**config.mk**
```make
export PLATFORM = sky130hd
export DESIGN_NAME = can_signal_pack_unpack_core
export DESIGN_NICKNAME = d
export VERILOG_FILES = /design/src/sv/cspp_pkg.sv /design/src/sv/cspp_rotator.sv /design/src/sv/can_signal_pack_unpack_core.sv
export SDC_FILE = /design/constraint.sdc
export NUM_CORES = 1
export LEC_CHECK = 0
export BUFFER_PORTS_ARGS = -buffer_cell sky130_fd_sc_hd__buf_2
export CAP_MARGIN = 5
export CORE_UTILIZATION = 50
export CTS_CLUSTER_DIAMETER = 100
export CTS_CLUSTER_SIZE = 12
export DETAILED_ROUTE_END_ITERATION = 16
export PLACE_DENSITY = 0.71
export REMOVE_ABC_BUFFERS = 1
export SYNTH_ARGS = -nofsm -noshare
export SYNTH_HDL_FRONTEND = slang
export SYNTH_HIERARCHICAL = 1
export SYNTH_SLANG_ARGS = --single-unit
```
**constraint.sdc**
```tcl
create_clock -name clk -period 9.6 [get_ports clk]
set_input_delay 2.4 -clock clk [delete_from_list [all_inputs] [get_ports clk]]
set_output_delay 2.4 -clock clk [all_outputs]
set_load 0.05 [all_outputs]
```
**src/sv/cspp_pkg.sv**
```systemverilog
// ============================================================================
// cspp_pkg
// Shared types and constants of the CAN signal pack/unpack core: operation
// codes, register indexes, descriptor field layout and sequencer states.
// ============================================================================
package cspp_pkg;

  // Default sizing
  localparam int NUM_SIGNALS_DEF = 4;
  localparam int FRAME_BYTES_DEF = 8;

  // Fixed widths of the item fields
  localparam int FRAME_W   = 64;
  localparam int VALUE_W   = 32;
  localparam int ID_W      = 16;
  localparam int SIG_ID_W  = 8;
  localparam int LEN_W     = 4;
  localparam int CFG_IDX_W = 3;
  localparam int CFG_W     = 32;
  localparam int IN_DATA_W  = 136;
  localparam int OUT_DATA_W = 120;

  // Descriptor layout: id, start bit, size, big-endian flag
  localparam int DESC_W       = 21;
  localparam int DESC_REGS    = 4;
  localparam int DESC_ID_LSB  = 0;
  localparam int DESC_ST_LSB  = 8;
  localparam int DESC_SZ_LSB  = 14;
  localparam int DESC_BIG_BIT = 20;
  localparam int POS_W        = 6;
  localparam int SIZE_W       = 6;
  localparam logic [SIZE_W-1:0] MAX_SIZE = 6'd32;

  // Configuration register indexes
  localparam logic [CFG_IDX_W-1:0] REG_SIGNAL_COUNT = 3'd0;
  localparam logic [CFG_IDX_W-1:0] REG_DESC_BASE    = 3'd1;
  localparam logic [CFG_IDX_W-1:0] REG_ROUTE_IDS    = 3'd5;
  localparam logic [CFG_IDX_W-1:0] REG_RX_LENGTH    = 3'd6;
  localparam logic [CFG_IDX_W-1:0] REG_TX_LENGTH    = 3'd7;

  localparam logic [LEN_W-1:0] LEN_RESET = 4'd8;

  typedef enum logic [1:0] {
    OP_RECEIVE = 2'd0,
    OP_READ    = 2'd1,
    OP_WRITE   = 2'd2,
    OP_SEND    = 2'd3
  } op_t;

  typedef enum logic [2:0] {
    ST_IDLE,
    ST_SEARCH,
    ST_EXTRACT,
    ST_PREP,
    ST_ROT_MASK,
    ST_ROT_DATA,
    ST_DONE
  } state_t;

endpackage

```
**src/sv/cspp_rotator.sv**
```systemverilog
// ============================================================================
// cspp_rotator
// Left rotator over one frame of network bits, MSB first. The sequencer uses
// it both to bring a signal's first bit to the top and to place chunks back.
// ============================================================================
module cspp_rotator #(
  parameter int WIDTH = 64
) (
  input  logic [WIDTH-1:0]         data,
  input  logic [$clog2(WIDTH)-1:0] amt,
  output logic [WIDTH-1:0]         rotated
);

  logic [2*WIDTH-1:0] doubled;

  // Rotate by shifting two copies and keeping the upper half
  always_comb begin
    doubled = {data, data} << amt;
    rotated = doubled[2*WIDTH-1:WIDTH];
  end

endmodule

```
**src/sv/can_signal_pack_unpack_core.sv**
```systemverilog
// ============================================================================
// can_signal_pack_unpack_core
// Signal packer/unpacker over one receive frame and one transmit frame.
// ============================================================================
// Usage:
//   Input items arrive on s_tvalid/s_tready; s_tuser is the operation
//   (receive frame, read signal, write signal, send frame). Every item gives
//   exactly one result item on m_tvalid/m_tready.
//   Configuration is written through cfg_we/cfg_index/cfg_data while idle.
// Sequence:
//   Receive and send go from accept through ST_DONE to the output register.
//   Read and write first search the descriptors one per cycle (up to
//   NUM_SIGNALS of them); a read then passes ST_EXTRACT, a write ST_PREP and
//   one ST_ROT_MASK/ST_ROT_DATA pass of the shared frame rotator per chunk,
//   with ceil(size / (8*FRAME_BYTES)) passes (at most one for 8-byte frames).
//   Only one item is in work at a time; s_tready is high while idle.
// Reset:
//   rst clears both frames, the descriptors and routes, and sets both frame
//   lengths to 8. No clearing pass is needed.
// Stall:
//   A finished result waits in the output register; a new item can still
//   be accepted, and its result is held until the register frees up.
// ============================================================================
module can_signal_pack_unpack_core #(
  parameter int NUM_SIGNALS = cspp_pkg::NUM_SIGNALS_DEF,
  parameter int FRAME_BYTES = cspp_pkg::FRAME_BYTES_DEF
) (
  input  logic                             clk,
  input  logic                             rst,
  // Configuration writes
  input  logic                             cfg_we,
  input  logic [cspp_pkg::CFG_IDX_W-1:0]   cfg_index,
  input  logic [cspp_pkg::CFG_W-1:0]       cfg_data,
  // Input items
  input  logic                             s_tvalid,
  output logic                             s_tready,
  // pdu_id[15:0], payload_length[31:16], payload[95:32],
  // signal_id[103:96], signal_value[135:104]
  input  logic [cspp_pkg::IN_DATA_W-1:0]   s_tdata,
  // op[1:0]
  input  logic [1:0]                       s_tuser,
  // Result items
  output logic                             m_tvalid,
  input  logic                             m_tready,
  // read_value[31:0], frame_route[47:32], frame_length[51:48],
  // frame_data[115:52], zero[119:116]
  output logic [cspp_pkg::OUT_DATA_W-1:0]  m_tdata,
  // status[0], frame_valid[1]
  output logic [1:0]                       m_tuser
);

  localparam int FrameBits = FRAME_BYTES * 8;
  localparam int RotW      = $clog2(FrameBits);
  localparam int CntW      = $clog2(NUM_SIGNALS + 1);
  localparam int IdxW      = (NUM_SIGNALS > 1) ? $clog2(NUM_SIGNALS) : 1;
  localparam int FW        = cspp_pkg::FRAME_W;
  localparam int VW        = cspp_pkg::VALUE_W;
  localparam logic [cspp_pkg::LEN_W-1:0] FbBytes = cspp_pkg::LEN_W'(FRAME_BYTES);
  localparam logic [3:0]  NumSig = 4'(NUM_SIGNALS);
  localparam logic [RotW:0] FbVal = (RotW + 1)'(FrameBits);

  // --------------------------------------------------------------------------
  // Configuration registers
  // --------------------------------------------------------------------------
  logic [2:0]                       signal_count;
  logic [cspp_pkg::CFG_W-1:0]       route_ids;
  logic [cspp_pkg::LEN_W-1:0]       rx_frame_length;
  logic [cspp_pkg::LEN_W-1:0]       tx_frame_length;
  logic [cspp_pkg::DESC_W-1:0]      desc [NUM_SIGNALS];

  always_ff @(posedge clk) begin
    if (rst) begin
      signal_count    <= '0;
      route_ids       <= '0;
      rx_frame_length <= cspp_pkg::LEN_RESET;
      tx_frame_length <= cspp_pkg::LEN_RESET;
    end else if (cfg_we) begin
      case (cfg_index)
        cspp_pkg::REG_SIGNAL_COUNT: signal_count    <= cfg_data[2:0];
        cspp_pkg::REG_ROUTE_IDS:    route_ids       <= cfg_data;
        cspp_pkg::REG_RX_LENGTH:    rx_frame_length <= cfg_data[cspp_pkg::LEN_W-1:0];
        cspp_pkg::REG_TX_LENGTH:    tx_frame_length <= cfg_data[cspp_pkg::LEN_W-1:0];
        default: ;
      endcase
    end
  end

  // Descriptors beyond the writable ones stay zero
  for (genvar k = 0; k < NUM_SIGNALS; k++) begin : g_desc
    if (k < cspp_pkg::DESC_REGS) begin : g_reg
      logic [cspp_pkg::DESC_W-1:0] value;
      always_ff @(posedge clk) begin
        if (rst) begin
          value <= '0;
        end else if (cfg_we &&
                     cfg_index == cspp_pkg::REG_DESC_BASE + cspp_pkg::CFG_IDX_W'(k)) begin
          value <= cfg_data[cspp_pkg::DESC_W-1:0];
        end
      end
      assign desc[k] = value;
    end else begin : g_zero
      assign desc[k] = '0;
    end
  end

  // Start bit modulo frame bits, as a constant table
  logic [RotW-1:0] start_mod [64];
  for (genvar g = 0; g < 64; g++) begin : g_mod
    assign start_mod[g] = RotW'(g % FrameBits);
  end

  // --------------------------------------------------------------------------
  // State and item registers
  // --------------------------------------------------------------------------
  cspp_pkg::state_t state, state_next;

  cspp_pkg::op_t               op_q;
  logic [cspp_pkg::ID_W-1:0]   pdu_id_q;
  logic [15:0]                 plen_q;
  logic [FW-1:0]               payload_q;
  logic [cspp_pkg::SIG_ID_W-1:0] sig_id_q;
  logic [VW-1:0]               sig_val_q;

  logic [CntW-1:0]             idx;
  logic                        found;
  logic [RotW-1:0]             rot_amt_q;
  logic [cspp_pkg::SIZE_W-1:0] size_q;
  logic                        big_q;

  logic [FrameBits-1:0]        rx_frame;
  logic [FrameBits-1:0]        tx_frame;
  logic [FrameBits-1:0]        rot_q;
  logic [FrameBits-1:0]        mask_rot_q;
  logic [FW-1:0]               work_s;
  logic [FW-1:0]               work_m;

  // Search view
  logic [3:0]                  search_n;
  logic                        search_end;
  logic                        search_hit;
  logic [cspp_pkg::DESC_W-1:0] cur_desc;
  logic [cspp_pkg::POS_W-1:0]  cur_start;
  logic [cspp_pkg::SIZE_W-1:0] cur_size_raw;

  assign search_n   = ({1'b0, signal_count} > NumSig) ? NumSig : {1'b0, signal_count};
  assign search_end = 4'(idx) >= search_n;
  assign cur_desc   = desc[idx[IdxW-1:0]];
  assign search_hit = cur_desc[cspp_pkg::DESC_ID_LSB +: cspp_pkg::SIG_ID_W] == sig_id_q;
  assign cur_start  = cur_desc[cspp_pkg::DESC_ST_LSB +: cspp_pkg::POS_W];
  assign cur_size_raw = cur_desc[cspp_pkg::DESC_SZ_LSB +: cspp_pkg::SIZE_W];

  // --------------------------------------------------------------------------
  // Shared rotator and its input selection
  // --------------------------------------------------------------------------
  logic [FrameBits-1:0] rot_in;
  logic [RotW-1:0]      rot_sel;
  logic [FrameBits-1:0] rot_out;
  logic [RotW-1:0]      place_amt;

  // Placing a chunk is a right rotate by start, done as a left rotate
  assign place_amt = (rot_amt_q == '0) ? '0 : RotW'(FbVal - {1'b0, rot_amt_q});

  always_comb begin
    rot_in  = rx_frame;
    rot_sel = rot_amt_q;
    case (state)
      cspp_pkg::ST_ROT_MASK: begin
        rot_in  = work_m[FW-1 -: FrameBits];
        rot_sel = place_amt;
      end
      cspp_pkg::ST_ROT_DATA: begin
        rot_in  = work_s[FW-1 -: FrameBits];
        rot_sel = place_amt;
      end
      default: ;
    endcase
  end

  cspp_rotator #(
    .WIDTH (FrameBits)
  ) u_rotator (
    .data    (rot_in),
    .amt     (rot_sel),
    .rotated (rot_out)
  );

  // --------------------------------------------------------------------------
  // Value alignment
  // --------------------------------------------------------------------------
  logic [VW-1:0] window;
  logic [VW-1:0] window_rev;
  logic [VW-1:0] val_rev;
  logic [VW-1:0] read_big;
  logic [VW-1:0] read_little;
  logic [VW-1:0] seq_s;
  logic [VW-1:0] seq_m;

  // Network bits of the signal, first bit at the MSB, repeating on wrap
  for (genvar i = 0; i < VW; i++) begin : g_win
    assign window[VW-1-i]   = rot_q[FrameBits-1-(i % FrameBits)];
    assign window_rev[i]    = window[VW-1-i];
    assign val_rev[VW-1-i]  = sig_val_q[i];
  end

  assign read_big    = window >> (6'(VW) - size_q);
  assign read_little = window_rev & ~({VW{1'b1}} << size_q);
  assign seq_s       = big_q ? (sig_val_q << (6'(VW) - size_q)) : val_rev;
  assign seq_m       = ~({VW{1'b1}} >> size_q);

  // --------------------------------------------------------------------------
  // Frame masks and result fields
  // --------------------------------------------------------------------------
  function automatic logic [FrameBits-1:0] bytes_mask(input logic [3:0] n);
    logic [FrameBits-1:0] m;
    m = '0;
    for (int b = 0; b < FRAME_BYTES; b++) begin
      m[FrameBits-1-8*b -: 8] = (b < int'(n)) ? 8'hFF : 8'h00;
    end
    return m;
  endfunction

  logic [cspp_pkg::LEN_W-1:0] rx_cap;
  logic [cspp_pkg::LEN_W-1:0] tx_cap;
  logic [cspp_pkg::LEN_W-1:0] copy_n;
  logic [FrameBits-1:0]       copy_mask;
  logic                       route_hit;
  logic                       send_ok;
  logic                       out_free;
  logic [FW-1:0]              next_work_m;

  assign rx_cap    = (rx_frame_length > FbBytes) ? FbBytes : rx_frame_length;
  assign tx_cap    = (tx_frame_length > FbBytes) ? FbBytes : tx_frame_length;
  assign copy_n    = (plen_q < {12'b0, rx_cap}) ? plen_q[cspp_pkg::LEN_W-1:0] : rx_cap;
  assign copy_mask = bytes_mask(copy_n);
  assign route_hit = pdu_id_q == route_ids[cspp_pkg::ID_W-1:0];
  assign send_ok   = pdu_id_q == '0;
  assign out_free  = !m_tvalid || m_tready;
  assign next_work_m = work_m << FrameBits;

  // --------------------------------------------------------------------------
  // Sequencer: next state
  // --------------------------------------------------------------------------
  always_comb begin
    state_next = state;
    case (state)
      cspp_pkg::ST_IDLE: begin
        if (s_tvalid) begin
          if (s_tuser == cspp_pkg::OP_READ || s_tuser == cspp_pkg::OP_WRITE) begin
            state_next = cspp_pkg::ST_SEARCH;
          end else begin
            state_next = cspp_pkg::ST_DONE;
          end
        end
      end
      cspp_pkg::ST_SEARCH: begin
        if (search_end) begin
          state_next = cspp_pkg::ST_DONE;
        end else if (search_hit) begin
          state_next = (op_q == cspp_pkg::OP_READ) ? cspp_pkg::ST_EXTRACT : cspp_pkg::ST_PREP;
        end
      end
      cspp_pkg::ST_EXTRACT: state_next = cspp_pkg::ST_DONE;
      cspp_pkg::ST_PREP: begin
        state_next = (size_q == '0) ? cspp_pkg::ST_DONE : cspp_pkg::ST_ROT_MASK;
      end
      cspp_pkg::ST_ROT_MASK: state_next = cspp_pkg::ST_ROT_DATA;
      cspp_pkg::ST_ROT_DATA: begin
        state_next = (next_work_m == '0) ? cspp_pkg::ST_DONE : cspp_pkg::ST_ROT_MASK;
      end
      cspp_pkg::ST_DONE: begin
        if (out_free) begin
          state_next = cspp_pkg::ST_IDLE;
        end
      end
      default: state_next = cspp_pkg::ST_IDLE;
    endcase
  end

  // Sequencer: outputs
  always_comb begin
    s_tready = 1'b0;
    case (state)
      cspp_pkg::ST_IDLE: s_tready = 1'b1;
      default:           s_tready = 1'b0;
    endcase
  end

  always_ff @(posedge clk) begin
    if (rst) begin
      state <= cspp_pkg::ST_IDLE;
    end else begin
      state <= state_next;
    end
  end

  // --------------------------------------------------------------------------
  // Datapath
  // --------------------------------------------------------------------------
  // Latch the item and run the search
  always_ff @(posedge clk) begin
    if (rst) begin
      idx   <= '0;
      found <= 1'b0;
    end else begin
      case (state)
        cspp_pkg::ST_IDLE: begin
          idx   <= '0;
          found <= 1'b0;
        end
        cspp_pkg::ST_SEARCH: begin
          if (!search_end) begin
            if (search_hit) begin
              found <= 1'b1;
            end else begin
              idx <= idx + 1'b1;
            end
          end
        end
        default: ;
      endcase
    end
  end

  always_ff @(posedge clk) begin
    if (state == cspp_pkg::ST_IDLE && s_tvalid) begin
      op_q      <= cspp_pkg::op_t'(s_tuser);
      pdu_id_q  <= s_tdata[15:0];
      plen_q    <= s_tdata[31:16];
      payload_q <= s_tdata[95:32];
      sig_id_q  <= s_tdata[103:96];
      sig_val_q <= s_tdata[135:104];
    end
    // Decode the matching descriptor
    if (state == cspp_pkg::ST_SEARCH && !search_end && search_hit) begin
      rot_amt_q <= start_mod[cur_start];
      size_q    <= (cur_size_raw > cspp_pkg::MAX_SIZE) ? cspp_pkg::MAX_SIZE : cur_size_raw;
      big_q     <= cur_desc[cspp_pkg::DESC_BIG_BIT];
    end
    // Bring the signal's first bit to the top of the frame
    if (state == cspp_pkg::ST_EXTRACT) begin
      rot_q <= rot_out;
    end
    // Load value and mask in network order, then advance one chunk per pass
    if (state == cspp_pkg::ST_PREP) begin
      work_s <= {seq_s, {(FW - VW){1'b0}}};
      work_m <= {seq_m, {(FW - VW){1'b0}}};
    end else if (state == cspp_pkg::ST_ROT_DATA) begin
      work_s <= work_s << FrameBits;
      work_m <= next_work_m;
    end
    if (state == cspp_pkg::ST_ROT_MASK) begin
      mask_rot_q <= rot_out;
    end
  end

  // Frames
  always_ff @(posedge clk) begin
    if (rst) begin
      rx_frame <= '0;
      tx_frame <= '0;
    end else begin
      if (state == cspp_pkg::ST_DONE && out_free && op_q == cspp_pkg::OP_RECEIVE && route_hit) begin
        rx_frame <= (rx_frame & ~copy_mask) | (payload_q[FW-1 -: FrameBits] & copy_mask);
      end
      if (state == cspp_pkg::ST_ROT_DATA) begin
        tx_frame <= (tx_frame & ~mask_rot_q) | (rot_out & mask_rot_q);
      end
    end
  end

  // --------------------------------------------------------------------------
  // Output register
  // --------------------------------------------------------------------------
  logic                       res_status;
  logic [VW-1:0]              res_value;
  logic                       res_fvalid;
  logic [cspp_pkg::ID_W-1:0]  res_route;
  logic [cspp_pkg::LEN_W-1:0] res_len;
  logic [FW-1:0]              res_data;

  always_ff @(posedge clk) begin
    if (rst) begin
      m_tvalid <= 1'b0;
    end else if (state == cspp_pkg::ST_DONE && out_free) begin
      m_tvalid <= 1'b1;
    end else if (m_tready) begin
      m_tvalid <= 1'b0;
    end
  end

  always_ff @(posedge clk) begin
    if (state == cspp_pkg::ST_DONE && out_free) begin
      res_status <= 1'b1;
      res_value  <= '0;
      res_fvalid <= 1'b0;
      res_route  <= '0;
      res_len    <= '0;
      res_data   <= '0;
      case (op_q)
        cspp_pkg::OP_RECEIVE: res_status <= !route_hit;
        cspp_pkg::OP_READ: begin
          res_status <= !found;
          if (found) begin
            res_value <= big_q ? read_big : read_little;
          end
        end
        cspp_pkg::OP_WRITE: res_status <= !found;
        cspp_pkg::OP_SEND: begin
          res_status <= !send_ok;
          if (send_ok) begin
            res_fvalid <= 1'b1;
            res_route  <= route_ids[cspp_pkg::CFG_W-1 -: cspp_pkg::ID_W];
            res_len    <= tx_cap;
            res_data   <= FW'(tx_frame & bytes_mask(tx_cap)) << (FW - FrameBits);
          end
        end
        default: ;
      endcase
    end
  end

  assign m_tdata = {4'b0, res_data, res_len, res_route, res_value};
  assign m_tuser = {res_fvalid, res_status};

endmodule

```
==> metrics.txt <==
Clock Latency Late Sink around 0.63 ns; WP data required 10.06 ns; Via density 6.20; fin crit share between 50% and 60%; Slew Limit Headroom about a quarter; Post-CTS Setup Inserts 0; # diodes 0; die area about 0.071 mm2; mapped cell area between 0.03 and 0.04 mm2; worst-path fanout max slightly above 100; RSZ-0062 raised after global routing false; Worst Setup Slack, final about 4.7 ns; Synth cell types slightly below 80; Ports roughly 300; status completed; Slowest Stage Delay on Critical Path 0.66 ns; FMAX 205 MHz; CP Class register to register; DR pass1 iterations 6; initial drt markers approximately 3,000; slowest cell on the critical path buf_4; Slew Viols, Final 0; asr flop ratio synth 0%; Post-DP HPWL around 73,000 um; post_cts resized 0; total grt overflow 0; CP Capture Type register; CTS Buffer Depth 3; PD cells between 200 and 250 mW/mm2; VDD IR max approximately 0.15 mV; final hold violations 0; setup violators final 0; most frequent CP cell mux4_2; Worst-Margin Slew approximately 1.1 ns; Syn-to-layout area delta 11.9%; die height 266 um; Place WS about 4.8 ns; max_cap viols 0; top cell type's share of synthesized area a little under two fifths; largest net degree at the start of global routing between 100 and 150; vias in the first global route ~24,000; main flop type after synthesis edfxtp_1; Site Rows 96; leading area contributor after synthesis edfxtp_1; GP Congestion between 0.9 and 1; clock sink total approximately 700; Design Power approximately 9.0 mW; Seq/Total Area, Yosys between 50% and 60%; syn avg cell area about 12 um2; Final Critical Period 4.87 ns; Multi-input gate area 0.0158 mm2; clk slew on worst S/H paths roughly 0.06 ns; Post-Synthesis Cells roughly 2,800; dpl cells just under 4,000; WL/cell around 25 um; core area between 0.06 and 0.07 mm2; CTS H-tree depth 3; via count roughly 25,000; Synth area leaders edfxtp_1 (37%), mux4_2 (17%), dfxtp_1 (15%); Clock Skew 0.0346 ns; final cell area excluding filler cells ~0.04 mm2; initial antenna violation count 5; Residual DRC 0; CP cell instances nand2b_2 -> buf_4 -> nor2_1 -> xnor2_1 -> nor2_4 -> buf_4 -> mux4_2 -> mux4_2 -> mux4_2 -> nand3_1 -> a21oi_1; # fillers between 5,000 and 6,000; post-placement cell area between 0.03 and 0.04 mm2; most frequent cell after synthesis nand2_1; first-pass GRT wire length around 150,000 um; cts bufs inserted between 60 and 70; layout cell share with drive strength beyond 1 24.1%; die width 266 um; CP startpoint kind register; CTS tree done; Post-synth EDFFs around 430; Initial Util between 50% and 60%; Synth Warn # 6; GR Util All Layers roughly 28%; WL final roughly 100,000 um; CTS Root Cell clkbuf_16; Hold Crit Class register to register; Arr. time, crit path about 5.3 ns; Post-synth top cells nand2_1 (480), edfxtp_1 (429), mux4_2 (265); setup TNS 0 ns; nets@finish roughly 3,200; post-route insts no fill 4,007; LEAKAGE between 10 and 15 nW; Synth Register Bits 692; I/O Buffers roughly 300; Post-CTS Hold Buffers 0; Routed Antenna Nets 0; FF/Latch Area 0.0181 mm2
==> layout make-up <==
cell class / count / area share, %
Inverter: 26 / 0.250
Sequential cell: 692 / 46.5
Multi-Input combinational cell: 1906 / 40.5
Timing Repair Buffer: 327 / 4.41
Tap cell: 931 / 2.98
Clock buffer: 114 / 4.86
Clock inverter: 11 / 0.535
==> cells by family (layout without fill, tap and decap cells) <==
kind of cell	Yosys count	count (layout)	share of synthesized area (%)
XOR/XNOR	32	32	0.825
multiplexers	449	449	22.6
buffers and inverters	234	478	3.22
AND/OR/NAND/NOR	1001	1001	13.6
other	1	4	0.0107
adder cells (fa/ha/maj)	16	16	0.574
AO/OA/AOI/OAI	404	404	7.09
flip-flops	692	692	52.0
==> final timing paths <==
path / start / to / slack (ns) / cells past startpoint
max reg2reg: state[1] / register / 4.73 / 11
min: route_ids[29] / route_ids[29] / 0.45 / 2
max: state[1] / register / 4.73 / 11
min reg2reg: route_ids[29] / route_ids[29] / 0.45 / 2
==> layer usage <==
layer | share of wire (%) | up-vias | global-route usage [%]
met5 | 0.042 | - | 0
met4 | 3.2 | 6 | 9.65
met3 | 9.1 | 193 | 5.30
met2 | 48 | 1339 | 45.5
met1 | 40 | 12300 | 38.2
li1 | - | 11000 | -
==> critical path: cells and delay by family (launching register included) <==
kind                      cells  cell delay [ns]
buffers and inverters         2             1.31
AOI/OAI and AO/OA             1             0.08
DFF                           1             0.58
and+or+nand+nor               4             0.66
muxes                         3             1.78
xor gates and xnor gates      1             0.22
==> report_power, final <==
part | switching (mW) | leakage (nW) | internal (mW) | total (mW)
Combinational | 1.56 | 6.43 | 0.888 | 2.45
Sequential | 0.295 | 6.13 | 3.73 | 4.02
Clock | 1.17 | 0.996 | 1.40 | 2.57
==> placed cells by master (no fill, tap or decap), types with 42 or more instances in the layout <==
cell | synthesis | final
nand2b_1 | 95 | 94
nand2_1 | 480 | 480
buf_2 | 23 | 296
clkbuf_16 | 0 | 69
edfxtp_1 | 429 | 429
clkbuf_1 | 133 | 45
nand3_1 | 81 | 81
nor2_1 | 130 | 124
mux4_2 | 265 | 265
and2_1 | 97 | 95
dfxtp_1 | 263 | 262
a21oi_1 | 212 | 212
mux2i_1 | 158 | 158
o21ai_0 | 44 | 42
==> stage by stage <==
stage          hold slack, ns  util, %
4_1_cts                 0.451     56.7
2_1_floorplan           0.425        -
6_report                0.449     56.7
5_1_grt                 0.468     56.7
3_5_place_dp            0.442     53.7
3_3_place_gp            0.438     53.7
Power figures use the tool's default switching activity.
